**src/rtl/spp_pkg.sv**
```systemverilog
// Shared types and constants for the servo instruction packet parser.
package spp_pkg;

  localparam logic [7:0] HDR_BYTE      = 8'hFF;
  localparam logic [7:0] MIN_LENGTH    = 8'd2;
  localparam logic [7:0] RESET_MAX_LEN = 8'd124;

  localparam logic [1:0] STATUS_OK      = 2'd0;
  localparam logic [1:0] STATUS_INVALID = 2'd1;
  localparam logic [1:0] STATUS_CSUM    = 2'd2;

  typedef struct packed {
    logic [7:0] param_count;
    logic [7:0] instruction;
    logic [7:0] servo_id;
    logic [7:0] param_byte;
    logic [7:0] param_index;
  } res_data_t;

  typedef struct packed {
    logic       param_valid;
    logic       packet_done;
    logic [1:0] status;
  } res_flags_t;

  typedef struct packed {
    res_flags_t flags;
    res_data_t  data;
  } res_t;

endpackage

```
**src/rtl/spp_parse.sv**
```systemverilog
// Packet parse state machine: held packet fields and per-byte result logic.
module spp_parse (
  input  logic         clk,
  input  logic         rst,
  input  logic         en,
  input  logic [7:0]   rx_byte,
  input  logic [7:0]   max_length,
  output spp_pkg::res_t res
);
  import spp_pkg::*;

  localparam logic [2:0] ST_HDR1  = 3'd0;
  localparam logic [2:0] ST_HDR2  = 3'd1;
  localparam logic [2:0] ST_ID    = 3'd2;
  localparam logic [2:0] ST_LEN   = 3'd3;
  localparam logic [2:0] ST_INST  = 3'd4;
  localparam logic [2:0] ST_PARAM = 3'd5;
  localparam logic [2:0] ST_CSUM  = 3'd6;

  logic [2:0] state, state_next;
  logic [7:0] held_id, held_id_next;
  logic [7:0] held_length, held_length_next;
  logic [7:0] held_instruction, held_instruction_next;
  logic [7:0] param_position, param_position_next;
  logic [7:0] running_sum, running_sum_next;
  logic [7:0] cur_count;
  logic [7:0] next_count;
  logic [7:0] pos_inc;

  always_comb begin
    cur_count  = (held_length >= MIN_LENGTH) ? held_length - MIN_LENGTH : 8'd0;
    pos_inc    = param_position + 8'd1;

    state_next            = state;
    held_id_next          = held_id;
    held_length_next      = held_length;
    held_instruction_next = held_instruction;
    param_position_next   = param_position;
    running_sum_next      = running_sum;

    res.flags.status      = STATUS_OK;
    res.flags.packet_done = 1'b0;
    res.flags.param_valid = 1'b0;
    res.data.param_index  = 8'd0;
    res.data.param_byte   = 8'd0;

    unique case (state)
      ST_HDR2: begin
        if (rx_byte == HDR_BYTE) begin
          state_next = ST_ID;
        end else begin
          state_next       = ST_HDR1;
          res.flags.status = STATUS_INVALID;
        end
      end
      ST_ID: begin
        held_id_next     = rx_byte;
        running_sum_next = rx_byte;
        state_next       = ST_LEN;
      end
      ST_LEN: begin
        if (rx_byte < MIN_LENGTH || rx_byte > max_length) begin
          state_next       = ST_HDR1;
          res.flags.status = STATUS_INVALID;
        end else begin
          held_length_next = rx_byte;
          running_sum_next = running_sum + rx_byte;
          state_next       = ST_INST;
        end
      end
      ST_INST: begin
        held_instruction_next = rx_byte;
        running_sum_next      = running_sum + rx_byte;
        param_position_next   = 8'd0;
        state_next            = (cur_count != 8'd0) ? ST_PARAM : ST_CSUM;
      end
      ST_PARAM: begin
        res.flags.param_valid = 1'b1;
        res.data.param_index  = param_position;
        res.data.param_byte   = rx_byte;
        running_sum_next      = running_sum + rx_byte;
        param_position_next   = pos_inc;
        if (pos_inc >= cur_count) begin
          state_next = ST_CSUM;
        end
      end
      ST_CSUM: begin
        res.flags.packet_done = 1'b1;
        if (~running_sum != rx_byte) begin
          res.flags.status = STATUS_CSUM;
        end
        state_next = ST_HDR1;
      end
      default: begin
        state_next = (rx_byte == HDR_BYTE) ? ST_HDR2 : ST_HDR1;
      end
    endcase

    next_count = (held_length_next >= MIN_LENGTH) ? held_length_next - MIN_LENGTH : 8'd0;
    res.data.servo_id    = held_id_next;
    res.data.instruction = held_instruction_next;
    res.data.param_count = next_count;
  end

  always_ff @(posedge clk) begin
    if (rst) begin
      state            <= ST_HDR1;
      held_id          <= 8'd0;
      held_length      <= 8'd0;
      held_instruction <= 8'd0;
      param_position   <= 8'd0;
      running_sum      <= 8'd0;
    end else if (en) begin
      state            <= state_next;
      held_id          <= held_id_next;
      held_length      <= held_length_next;
      held_instruction <= held_instruction_next;
      param_position   <= param_position_next;
      running_sum      <= running_sum_next;
    end
  end

endmodule

```
**src/rtl/servo_instruction_packet_parser_top.sv**
```systemverilog
// Path: an input byte is captured in the input register, parsed, then held in the result register for the master side.
// Throughput: one byte per cycle; the input register and the result register
// advance together whenever the result register is empty or being taken.
// Reset (rst, synchronous): parser hunts for the first header, held id,
// length, instruction, position and sum clear, max_length returns to 124.
module servo_instruction_packet_parser_top (
  input  logic        clk,
  input  logic        rst,
  input  logic        s_axis_tvalid,
  output logic        s_axis_tready,
  input  logic [7:0]  s_axis_tdata,   // [7:0] rx_byte
  output logic        m_axis_tvalid,
  input  logic        m_axis_tready,
  output logic [39:0] m_axis_tdata,   // [7:0] param_index, [15:8] param_byte,
                                      // [23:16] servo_id, [31:24] instruction,
                                      // [39:32] param_count
  output logic [3:0]  m_axis_tuser,   // [1:0] status, [2] packet_done, [3] param_valid
  input  logic        cfg_valid,
  output logic        cfg_ready,
  input  logic [7:0]  cfg_data        // max_length
);
  import spp_pkg::*;

  logic       in_valid;
  logic [7:0] in_byte;
  logic       out_valid;
  res_t       out_res;
  res_t       res;
  logic [7:0] max_length;
  logic       advance;

  assign advance       = !out_valid || m_axis_tready;
  assign s_axis_tready = !in_valid || advance;
  assign cfg_ready     = 1'b1;

  spp_parse u_parse (
    .clk        (clk),
    .rst        (rst),
    .en         (in_valid && advance),
    .rx_byte    (in_byte),
    .max_length (max_length),
    .res        (res)
  );

  always_ff @(posedge clk) begin
    if (rst) begin
      max_length <= RESET_MAX_LEN;
    end else if (cfg_valid && cfg_ready) begin
      max_length <= cfg_data;
    end
  end

  always_ff @(posedge clk) begin
    if (rst) begin
      in_valid <= 1'b0;
    end else if (s_axis_tready) begin
      in_valid <= s_axis_tvalid;
    end
  end

  always_ff @(posedge clk) begin
    if (s_axis_tready && s_axis_tvalid) begin
      in_byte <= s_axis_tdata;
    end
  end

  always_ff @(posedge clk) begin
    if (rst) begin
      out_valid <= 1'b0;
    end else if (advance) begin
      out_valid <= in_valid;
    end
  end

  always_ff @(posedge clk) begin
    if (advance && in_valid) begin
      out_res <= res;
    end
  end

  assign m_axis_tvalid = out_valid;
  assign m_axis_tdata  = out_res.data;
  assign m_axis_tuser  = out_res.flags;

endmodule

```
**config.mk**
```make
export PLATFORM = sky130hd
export DESIGN_NAME = servo_instruction_packet_parser_top
export DESIGN_NICKNAME = d
export VERILOG_FILES = /design/src/rtl/spp_pkg.sv /design/src/rtl/spp_parse.sv /design/src/rtl/servo_instruction_packet_parser_top.sv
export SDC_FILE = /design/constraint.sdc
export NUM_CORES = 1
export LEC_CHECK = 0
export BUFFER_PORTS_ARGS = -buffer_cell sky130_fd_sc_hd__buf_2
export CORE_MARGIN = 4
export CORE_UTILIZATION = 53
export CTS_CLUSTER_DIAMETER = 150
export DETAILED_ROUTE_END_ITERATION = 6
export MAX_ROUTING_LAYER = met4
export PLACE_DENSITY = 0.85
export REMOVE_ABC_BUFFERS = 1
export SYNTH_ARGS = -nofsm -noshare
export SYNTH_HDL_FRONTEND = slang
export SYNTH_HIERARCHICAL = 1
export SYNTH_SLANG_ARGS = --single-unit
```
**constraint.sdc**
```tcl
create_clock -name clk -period 3.6 [get_ports clk]
set_clock_uncertainty 0.2 [all_clocks]
set_input_delay 1.08 -clock clk [delete_from_list [all_inputs] [get_ports clk]]
set_output_delay 1.08 -clock clk [all_outputs]
set_load 0.005 [all_outputs]
```
==> flow_summary.toml, run 1 <==
[clock_tree]
clock_root_buffer = "sky130_fd_sc_hd__clkbuf_8"
worstSkewPairLatency_ns = 0.37
cts.path.max_buffers = 2
number_of_levels_the_h_tree_was_split_into = 3
cts_sinks = 105
tritoncts_clock_tree = "done"
clk_pin_slew_worst_paths_ns = 0.10
numCtsBuffers = 9
post-cts-setup-buffers = 0

[synth]
async_reset_ff_share_pct = 0
yosys_most_used_dff = "sky130_fd_sc_hd__dfxtp_1"
yosysWarningCount = 6
synthDistinctLibCells = 58
synth_seq_area_share_pct = 47.2
dominant_cells_by_area_after_synthesis = "sky130_fd_sc_hd__edfxtp_1 28%, sky130_fd_sc_hd__dfxtp_1 19%, sky130_fd_sc_hd__ha_1 5.8%, sky130_fd_sc_hd__mux2i_1 4.5%, sky130_fd_sc_hd__mux2_2 4.0%"
synth_adder_area_share_pct = 6.21
mappedNetlistArea_mm2 = 0.00556
synth_top_area_share_pct = 28.1
synth_mux_area_share_pct = 8.55
avgSynthCellArea_um2 = 10.2
ys_ff_latch = 105
syn_inst = 543
synth_xor_area_share_pct = 2.52
combinational_family_with_the_most_area_after_synthesis = "simple AND/OR/NAND/NOR gates"
synth_edf_count = 52
yosys.area_share.simple_pct = 18.7
cell_taking_the_most_area_after_synthesis = "sky130_fd_sc_hd__edfxtp_1"
fraction_of_the_mapped_netlist_area_in_compound_gates_pct = 11.2

[setup_path]
kind_of_capture_point_of_the_worst_setup_path = "flip-flop"
timing.reg2reg.worst_path_depth = 11
regToRegStartpoint = "u_parse/param_position[1]"
cp-startpoint = "u_parse/param_position[1]"
regToRegEndpoint = "u_parse/held_length[5]"
timing.critical_path.fanout_max = 13
setup.worst_path.class = "flip-flop to flip-flop"
rrSetupSlack_ns = 0.25
crit_arrival_ns = 3.45
critical_path.startpoint_type = "flip-flop"
worst_ep_required_time_ns = 3.70

[timing]
setup_violation_total_in_the_final_timing_report = 0
finalHoldWorstSlack_ns = 0.277
finalCritPeriodShare_pct = 93.2
max_slew_headroom_at_the_worst_pin_pct = 42.6
slew_violations = 0
fin_crit_period_ns = 3.35
worst_pin_slew_ns = 0.858
final_hold_viol_count = 0
setup_repair_after_global_routing_missed_its_margin = "no"
max_clock_freq_mhz = 298

[flow_run]
maxCapViolCount = 0

[finish]
multi_input_logic_area_mm2 = 0.00265
diodes = 0
drive_gt1_share_pct = 23.0
seq_area_mm2 = 0.00262
top_library_cells_by_usage_in_the_layout_fill_and_taps_aside = "66 x sky130_fd_sc_hd__buf_2, 52 x sky130_fd_sc_hd__edfxtp_1, 52 x sky130_fd_sc_hd__dfxtp_1"
layout.cells.most_common = "sky130_fd_sc_hd__buf_2"
final_nets = 651
post_layout_nonfiller_instances = 744
synthToLayoutAreaGrowth_pct = 11.4
num-fill-cells = 838

[pwr]
powerDensity_mw_per_mm2 = 365
share_of_total_power_in_combinational_logic_pct = 12.4
pwr-share-seq_pct = 58.4
swShare_pct = 26.2
power.leakage_nw = 2.48
power_report.internal_total_mw = 1.67
vdd.ir_drop.worst_uv = 168
power_spent_charging_and_discharging_nets_mw = 0.593
clock_power_share_pct = 29.2

[placement]
place_congestion = 0.921
hpwl_um = 8980
place.port_buffers = 66
placed_cells_incl_taps = 728

[die]
core.rowCount = 37
core_mm2 = 0.0103
die_y_um = 110
num_io_pins = 68
die_area_mm2 = 0.0122
initial_utilization_pct = 54.1
chipWidth_um = 110

[global_route]
globalRouteOverflowTotal = 0
grt_max_degree = 55
first_global_vias = 4364
antenna_violations_before_repair = 0
all_layer_global_routing_usage_pct = 21.4
grt_pass1_wl_um = 20900

[drt]
detail_route.vias_per_cell = 5.76
totalWireLength_um = 12500
drc = 0
detail_route.iter0.violations = 256
post_drt_wl_per_cell_um = 16.8
drt.antenna.violating_nets = 0
detailedRoute.firstPassIterationCount = 5
routed-via-count = 4283

[hold_path]
hold-path-endpoint = "u_parse/held_instruction[5]"
hold_path_startpoint = "u_parse/held_instruction[5]"
holdPathStages = 2
worstHoldPathType = "flip-flop to flip-flop"

[status]
status = "completed"
routing by layer:
metal	wire length [um]	global-route usage [%]
met3	736	5.04
met2	6270	35.2
met5	0	-
met4	554	11.0
met1	4960	24.5
synthesized netlist by cell type, types with 3 or more instances:
| library cell | number |
|---|---|
| sky130_fd_sc_hd__a211o_1 | 3 |
| sky130_fd_sc_hd__a211o_2 | 3 |
| sky130_fd_sc_hd__a211oi_1 | 12 |
| sky130_fd_sc_hd__a21o_1 | 8 |
| sky130_fd_sc_hd__a21oi_1 | 36 |
| sky130_fd_sc_hd__and2_1 | 6 |
| sky130_fd_sc_hd__and3_1 | 15 |
| sky130_fd_sc_hd__buf_2 | 4 |
| sky130_fd_sc_hd__buf_4 | 4 |
| sky130_fd_sc_hd__buf_6 | 4 |
| sky130_fd_sc_hd__clkbuf_1 | 23 |
| sky130_fd_sc_hd__dfxtp_1 | 53 |
| sky130_fd_sc_hd__edfxtp_1 | 52 |
| sky130_fd_sc_hd__ha_1 | 26 |
| sky130_fd_sc_hd__inv_1 | 20 |
| sky130_fd_sc_hd__mux2_2 | 20 |
| sky130_fd_sc_hd__mux2i_1 | 25 |
| sky130_fd_sc_hd__nand2_1 | 30 |
| sky130_fd_sc_hd__nand2b_1 | 19 |
| sky130_fd_sc_hd__nand3_1 | 13 |
| sky130_fd_sc_hd__nand3b_1 | 3 |
| sky130_fd_sc_hd__nand4_1 | 5 |
| sky130_fd_sc_hd__nand4b_1 | 5 |
| sky130_fd_sc_hd__nor2_1 | 51 |
| sky130_fd_sc_hd__nor2b_1 | 10 |
| sky130_fd_sc_hd__nor3_1 | 16 |
| sky130_fd_sc_hd__nor3b_1 | 4 |
| sky130_fd_sc_hd__o211ai_1 | 5 |
| sky130_fd_sc_hd__o21ai_0 | 16 |
| sky130_fd_sc_hd__or3_1 | 3 |
| sky130_fd_sc_hd__xnor2_1 | 9 |
| sky130_fd_sc_hd__xor2_1 | 7 |
state kept, by name, indices dropped and copies added (netlist names):
| name | count |
|---|---|
| m_axis_tdata | 40 |
| in_byte | 8 |
| max_length | 8 |
| u_parse/held_id | 8 |
| u_parse/held_instruction | 8 |
| u_parse/held_length | 8 |
| u_parse/param_position | 8 |
| u_parse/running_sum | 8 |
| m_axis_tuser | 4 |
| u_parse/state | 3 |
| in_valid | 1 |
| m_axis_tvalid | 1 |
cells by family (layout without fill, tap and decap cells):
| kind of cell | Yosys count | count (layout) |
|---|---|---|
| AND/OR/NAND/NOR | 193 | 193 |
| flip-flops | 105 | 105 |
| AO/OA/AOI/OAI | 97 | 97 |
| buffers and inverters | 59 | 124 |
| multiplexers | 45 | 45 |
| adder cells (fa/ha/maj) | 27 | 27 |
| XOR/XNOR | 16 | 16 |
| other | 1 | 1 |
how the worst max path moves through the flow:
stage / end / slack, ns / cells after the start
floorplan: u_parse/param_position[2] / -0.70 / 6
global placement: u_parse/held_length[0] / 0.39 / 11
detailed placement: u_parse/held_length[5] / 0.16 / 11
CTS: u_parse/held_length[5] / 0.10 / 11
global route: u_parse/held_length[5] / 0.005 / 11
finish: u_parse/held_length[5] / 0.25 / 11
timing repair:
item | in CTS | in global routing
setup endpoints to repair | 0 | 9
resized for setup | 0 | 7
hold buffers | 0 | 0
worst max-delay path, stage by stage (launching register included):
cell and delay [ns]:
sky130_fd_sc_hd__dfxtp_1 0.41, sky130_fd_sc_hd__ha_1 0.26, sky130_fd_sc_hd__nand3_1 0.18, sky130_fd_sc_hd__nor2_1 0.19, sky130_fd_sc_hd__xor2_1 0.24, sky130_fd_sc_hd__ha_1 0.29, sky130_fd_sc_hd__and3_1 0.17, sky130_fd_sc_hd__a2111oi_0 0.41
sky130_fd_sc_hd__o21ai_1 0.16, sky130_fd_sc_hd__a22o_2 0.36, sky130_fd_sc_hd__and2_1 0.22, sky130_fd_sc_hd__o21ai_0 0.17
per-stage QoR:
| stage | total power, mW | setup TNS [ns] | area [um^2] | utilization, % | setup slack, ns |
|---|---|---|---|---|---|
| CTS | 2.28 | 0 | 6180 | 60.1 | 0.102 |
| floorplan | 1.51 | -12.49 | 5330 | - | -0.699 |
| global placement | 1.61 | 0 | 6010 | 58.5 | 0.390 |
| finish | 2.26 | 0 | 6200 | 60.3 | 0.246 |
| global route | 2.37 | 0 | 6200 | 60.3 | 0.00534 |
| detailed placement | 1.63 | 0 | 6010 | 58.5 | 0.161 |
power by group through the flow:
stage	clock network (mW)	logic [mW]	registers, mW
finish	0.661	0.280	1.32
global placement	0	0.267	1.35
floorplan	0	0.157	1.36
global route	0.736	0.310	1.33
detailed placement	0	0.277	1.35
CTS	0.682	0.279	1.32
area by class of cell:
cell class / instances / share of cell area [%]
sequential: 105 / 42.3
timing repair buffer: 88 / 8.20
multi-input combinational: 379 / 42.8
tap: 136 / 2.75
clock inverter: 6 / 0.666
inverter: 20 / 1.21
clock buffer: 10 / 2.06
No activity file was read; power rests on OpenSTA's default activity.
==> run 2, diff against run 1 <==
Settings changed: REMOVE_ABC_BUFFERS 1 to not set, SLEW_MARGIN set to 20.
==> flow_summary.toml, run 2 (synthesis gave the netlist of run 1 again) <==
[clock_tree]
tritoncts_clock_tree = "done"
cts_sinks = 105
clock_root_buffer = "sky130_fd_sc_hd__clkbuf_8"
clk_pin_slew_worst_paths_ns = 0.10
worstSkewPairLatency_ns = 0.36
cts.path.max_buffers = 2
numCtsBuffers = 9
number_of_levels_the_h_tree_was_split_into = 3

[die]
chipWidth_um = 110
die_area_mm2 = 0.0122
initial_utilization_pct = 54.1
core.rowCount = 37
num_io_pins = 68
core_mm2 = 0.0103
die_y_um = 110

[timing]
max_clock_freq_mhz = 295
slew_violations = 0
fin_crit_period_ns = 3.39
setup_violation_total_in_the_final_timing_report = 0
final_hold_viol_count = 0
worst_pin_slew_ns = 0.891
max_slew_headroom_at_the_worst_pin_pct = 40.4
finalHoldWorstSlack_ns = 0.271
final_setup_margin_ns = 0.207
finalCritPeriodShare_pct = 94.3

[setup_path]
cp_slowest_cell = "sky130_fd_sc_hd__dfxtp_1"
crit_arrival_ns = 3.47
regToRegStartpoint = "u_parse/held_length[1]"
kind_of_capture_point_of_the_worst_setup_path = "flip-flop"
cp-startpoint = "u_parse/held_length[1]"
timing.critical_path.fanout_max = 11
setup.worst_path.class = "flip-flop to flip-flop"
cell_chain_critical_path = "inv_1 > ha_1 > nand3b_1 > mux2i_1 > ha_1 > and3_1 > a2111oi_0 > o21ai_0 > a22o_2 > and2_1 > o21ai_0"
critical_path.startpoint_type = "flip-flop"
worst_ep_required_time_ns = 3.68
slowest_delay_ns = 0.42

[drt]
drc = 0
drt.antenna.violating_nets = 0
post_drt_wl_per_cell_um = 16.0
routed-via-count = 4200
detailedRoute.firstPassIterationCount = 6
detail_route.vias_per_cell = 5.68
detail_route.iter0.violations = 370
totalWireLength_um = 11900

[finish]
num-fill-cells = 845
top_library_cells_by_usage_in_the_layout_fill_and_taps_aside = "66 x sky130_fd_sc_hd__buf_2, 52 x sky130_fd_sc_hd__edfxtp_1, 52 x sky130_fd_sc_hd__dfxtp_1"
max_reg_flops = 40
final_nets = 647
diodes = 0
layout.cells.most_common = "sky130_fd_sc_hd__buf_2"
drive_gt1_share_pct = 23.0
synthToLayoutAreaGrowth_pct = 11.0

[global_route]
antenna_violations_before_repair = 0
first_global_vias = 4234
grtUsageMet3_pct = 4.11
grt_max_degree = 61
globalRouteOverflowTotal = 0
grt.busiest_layer = "met2"
grt_use_met1_pct = 22.9
grt_pass1_wl_um = 19700
all_layer_global_routing_usage_pct = 19.7
grt.met2_usage_pct = 33.8

[status]
status = "completed"

[hold_path]
hold_path_startpoint = "in_valid"
worstHoldPathType = "flip-flop to flip-flop"

[pwr]
vdd.ir_drop.worst_uv = 230
power.leakage_nw = 2.46
powerDensity_mw_per_mm2 = 370

[synth]
post_synth_net_total = 591

[flow_run]
maxCapViolCount = 0

[placement]
place.port_buffers = 66
hpwl_um = 8110
place_congestion = 0.906
dpl_worst_slack_ns = 0.101
## run 2: cell types whose count changed in the layout (fill, tap and decap cells not counted), sizes merged
cell / before / now
buf: 88 / 84
inv: 22 / 23
clkinv: 4 / 2
clkinvlp: 0 / 1
## run 2: path summary, 6_finish.rpt
kind	to	slack, ns	depth (start not counted)
setup / recovery	u_parse/held_length[6]	0.21	11
hold / removal	m_axis_tvalid	0.27	2
setup reg to reg	u_parse/held_length[6]	0.21	11
hold reg to reg	m_axis_tvalid	0.27	2
## run 2: power breakdown
part	leakage (nW)	switching, mW	total (mW)	internal, mW
logic	1.44	0.162	0.282	0.120
registers	0.931	0.0217	1.32	1.30
clock network	0.0879	0.417	0.679	0.262
## run 2: layer usage
layer / routed length [um] / part of all wire (%)
met5: 0 / 0
met4: 294 / 2.5
met2: 5950 / 50
met3: 656 / 5.5
met1: 4950 / 42
## run 2: worst max-delay path, delay by kind of cell (launching register included)
family	cells	cell delay [ns]
AOI/OAI and AO/OA	4	1.12
buffers and inverters	1	0.12
and+or+nand+nor	3	0.57
muxes	1	0.29
adders and majority gates	2	0.61
DFF	1	0.42
## run 2: repair_timing
item | in CTS | in global routing
hold buffers | 0 | 0
resized for setup | 0 | 6
setup buffers | 0 | 2
setup endpoints to repair | 0 | 9
endpoints found under the hold margin | 0 | 0
## run 2: stage by stage
stage / TNS (ns) / utilization (%) / std cells / cell area [um^2] / power, mW
after floorplan: 0 / - / 543 / 5560 / 1.54
after global placement: 0 / 58.0 / 722 / 5960 / 1.61
after detailed placement: 0 / 58.0 / 722 / 5960 / 1.62
after CTS: 0 / 59.8 / 738 / 6140 / 2.29
after global routing: -0.00247 / 60.1 / 740 / 6170 / 2.39
final: 0 / 60.1 / 740 / 6170 / 2.28
## run 2: area by class of cell
| type | count | area [um^2] | area share (%) |
|---|---|---|---|
| multi-input combinational | 379 | 2650 | 42.9 |
| sequential | 105 | 2620 | 42.5 |
| timing repair buffer | 84 | 478 | 7.74 |
| tap | 136 | 170 | 2.76 |
| clock buffer | 10 | 128 | 2.07 |
| inverter | 20 | 75.1 | 1.22 |
| clock inverter | 6 | 51.3 | 0.831 |
==> run 3, diff against run 2 <==
Settings changed: CORE_ASPECT_RATIO set to 1.2.
==> flow_summary.toml, run 3 (synthesis gave the netlist of run 1 again) <==
[status]
status = "completed"

[timing]
setup_violation_total_in_the_final_timing_report = 0
max_clock_freq_mhz = 299
max_slew_headroom_at_the_worst_pin_pct = 29.7
finalCritPeriodShare_pct = 93.0
worst_pin_slew_ns = 1.05
final_hold_viol_count = 0
fin_crit_period_ns = 3.35
setup_total_negative_slack_ns = 0
slew_violations = 0
final_setup_margin_ns = 0.254

[die]
core_mm2 = 0.0101
die_area_mm2 = 0.0122
chipWidth_um = 102
initial_utilization_pct = 55.0
core.rowCount = 40
num_io_pins = 68
die_y_um = 120

[finish]
final_nets = 647
layout.cells.most_common = "sky130_fd_sc_hd__buf_2"
drive_gt1_share_pct = 22.5
top_library_cells_by_usage_in_the_layout_fill_and_taps_aside = "66 x sky130_fd_sc_hd__buf_2, 53 x sky130_fd_sc_hd__dfxtp_1, 52 x sky130_fd_sc_hd__edfxtp_1"
diodes = 0
max_reg_flops = 40
synthToLayoutAreaGrowth_pct = 13.2
fin_util_pct = 62.3

[global_route]
all_layer_global_routing_usage_pct = 21.3
grt_pass1_wl_um = 20100
first_global_vias = 4228
antenna_violations_before_repair = 0
grt_max_degree = 56
globalRouteOverflowTotal = 0

[pwr]
powerDensity_mw_per_mm2 = 426
power.leakage_nw = 2.53
vdd.ir_drop.worst_uv = 290

[clock_tree]
clock_root_buffer = "sky130_fd_sc_hd__clkbuf_16"
post-cts-setup-buffers = 0
cts.path.max_buffers = 2
number_of_levels_the_h_tree_was_split_into = 3
cts_hold_repair.buffers = 0
worstSkewPairLatency_ns = 0.35
cts_sinks = 105
tritoncts_clock_tree = "done"
clk_pin_slew_worst_paths_ns = 0.07
numCtsBuffers = 9

[drt]
drc = 0
totalWireLength_um = 12600
detailedRoute.firstPassIterationCount = 5
detail_route.iter0.violations = 351
detail_route.vias_per_cell = 5.84
post_drt_wl_per_cell_um = 17.2
drt.antenna.violating_nets = 0
routed-via-count = 4265

[setup_path]
cell_chain_critical_path = "ha_1 > nand3_1 > nor2_1 > xor2_1 > ha_1 > and3_1 > a2111oi_0 > o21ai_0 > a22o_2 > and2_1 > o21ai_0"
crit_arrival_ns = 3.42
slowest_delay_ns = 0.43
setup.worst_path.class = "flip-flop to flip-flop"
cp_slowest_cell = "sky130_fd_sc_hd__dfxtp_1"
critical_path.startpoint_type = "flip-flop"
worst_ep_required_time_ns = 3.68
kind_of_capture_point_of_the_worst_setup_path = "flip-flop"
timing.critical_path.fanout_max = 13

[placement]
hpwl_um = 8540
place.port_buffers = 66
dpl_worst_slack_ns = 0.215
place_congestion = 0.867

[flow_run]
maxCapViolCount = 0

[synth]
post_synth_net_total = 591

[hold_path]
worstHoldPathType = "flip-flop to flip-flop"
## run 3: per-stage QoR
stage | hold slack, ns | total power [mW] | area, um^2 | cells
2_1_floorplan | 0.234 | 1.54 | 5560 | 543
3_3_place_gp | 0.241 | 1.61 | 5950 | 714
3_5_place_dp | 0.263 | 1.62 | 5950 | 714
4_1_cts | 0.273 | 2.69 | 6280 | 730
5_1_grt | 0.290 | 2.77 | 6290 | 730
6_report | 0.271 | 2.68 | 6290 | 730
## run 3: routing by layer
metal	vias up	track usage (%)	part of all wire, %
met5	-	-	0
met4	0	10.2	3.4
met1	2022	24.3	39
li1	2057	-	-
met3	39	3.29	4.7
met2	147	36.2	53
## run 3: final cells by class
type / count / area (um^2)
multi-input cells: 379 / 2650
clock inverters: 6 / 97.6
repair buffers: 84 / 465
inverters: 20 / 75.1
flip-flops and latches: 105 / 2620
well taps: 126 / 158
clock buffers: 10 / 229
fillers: 793 / 3820
## run 3: path summary, 6_finish.rpt
kind	start	endpoint	slack, ns	cells after the start
max	u_parse/param_position[0]	u_parse/held_length[5]	0.25	11
min	in_valid	m_axis_tvalid	0.27	2
min reg2reg	in_valid	m_axis_tvalid	0.27	2
max reg2reg	u_parse/param_position[0]	u_parse/held_length[5]	0.25	11
## run 3: what timing repair did
| action | CTS | global route |
|---|---|---|
| endpoints found under the setup margin | 0 | 9 |
| resized for setup | 0 | 4 |
| hold endpoints to repair | 0 | 0 |
## run 3: where the power goes
part / switching, mW / internal, mW / leakage, nW
clock: 0.461 / 0.621 / 0.160
sequential: 0.0230 / 1.30 / 0.930
combinational: 0.163 / 0.116 / 1.44
## run 3: critical path, delay by kind of cell, from the launching register on
family | cells | cell delay [ns]
xor+xnor | 1 | 0.24
fa+ha+maj | 2 | 0.56
flops | 1 | 0.43
simple gates | 4 | 0.78
compound gates | 4 | 1.07
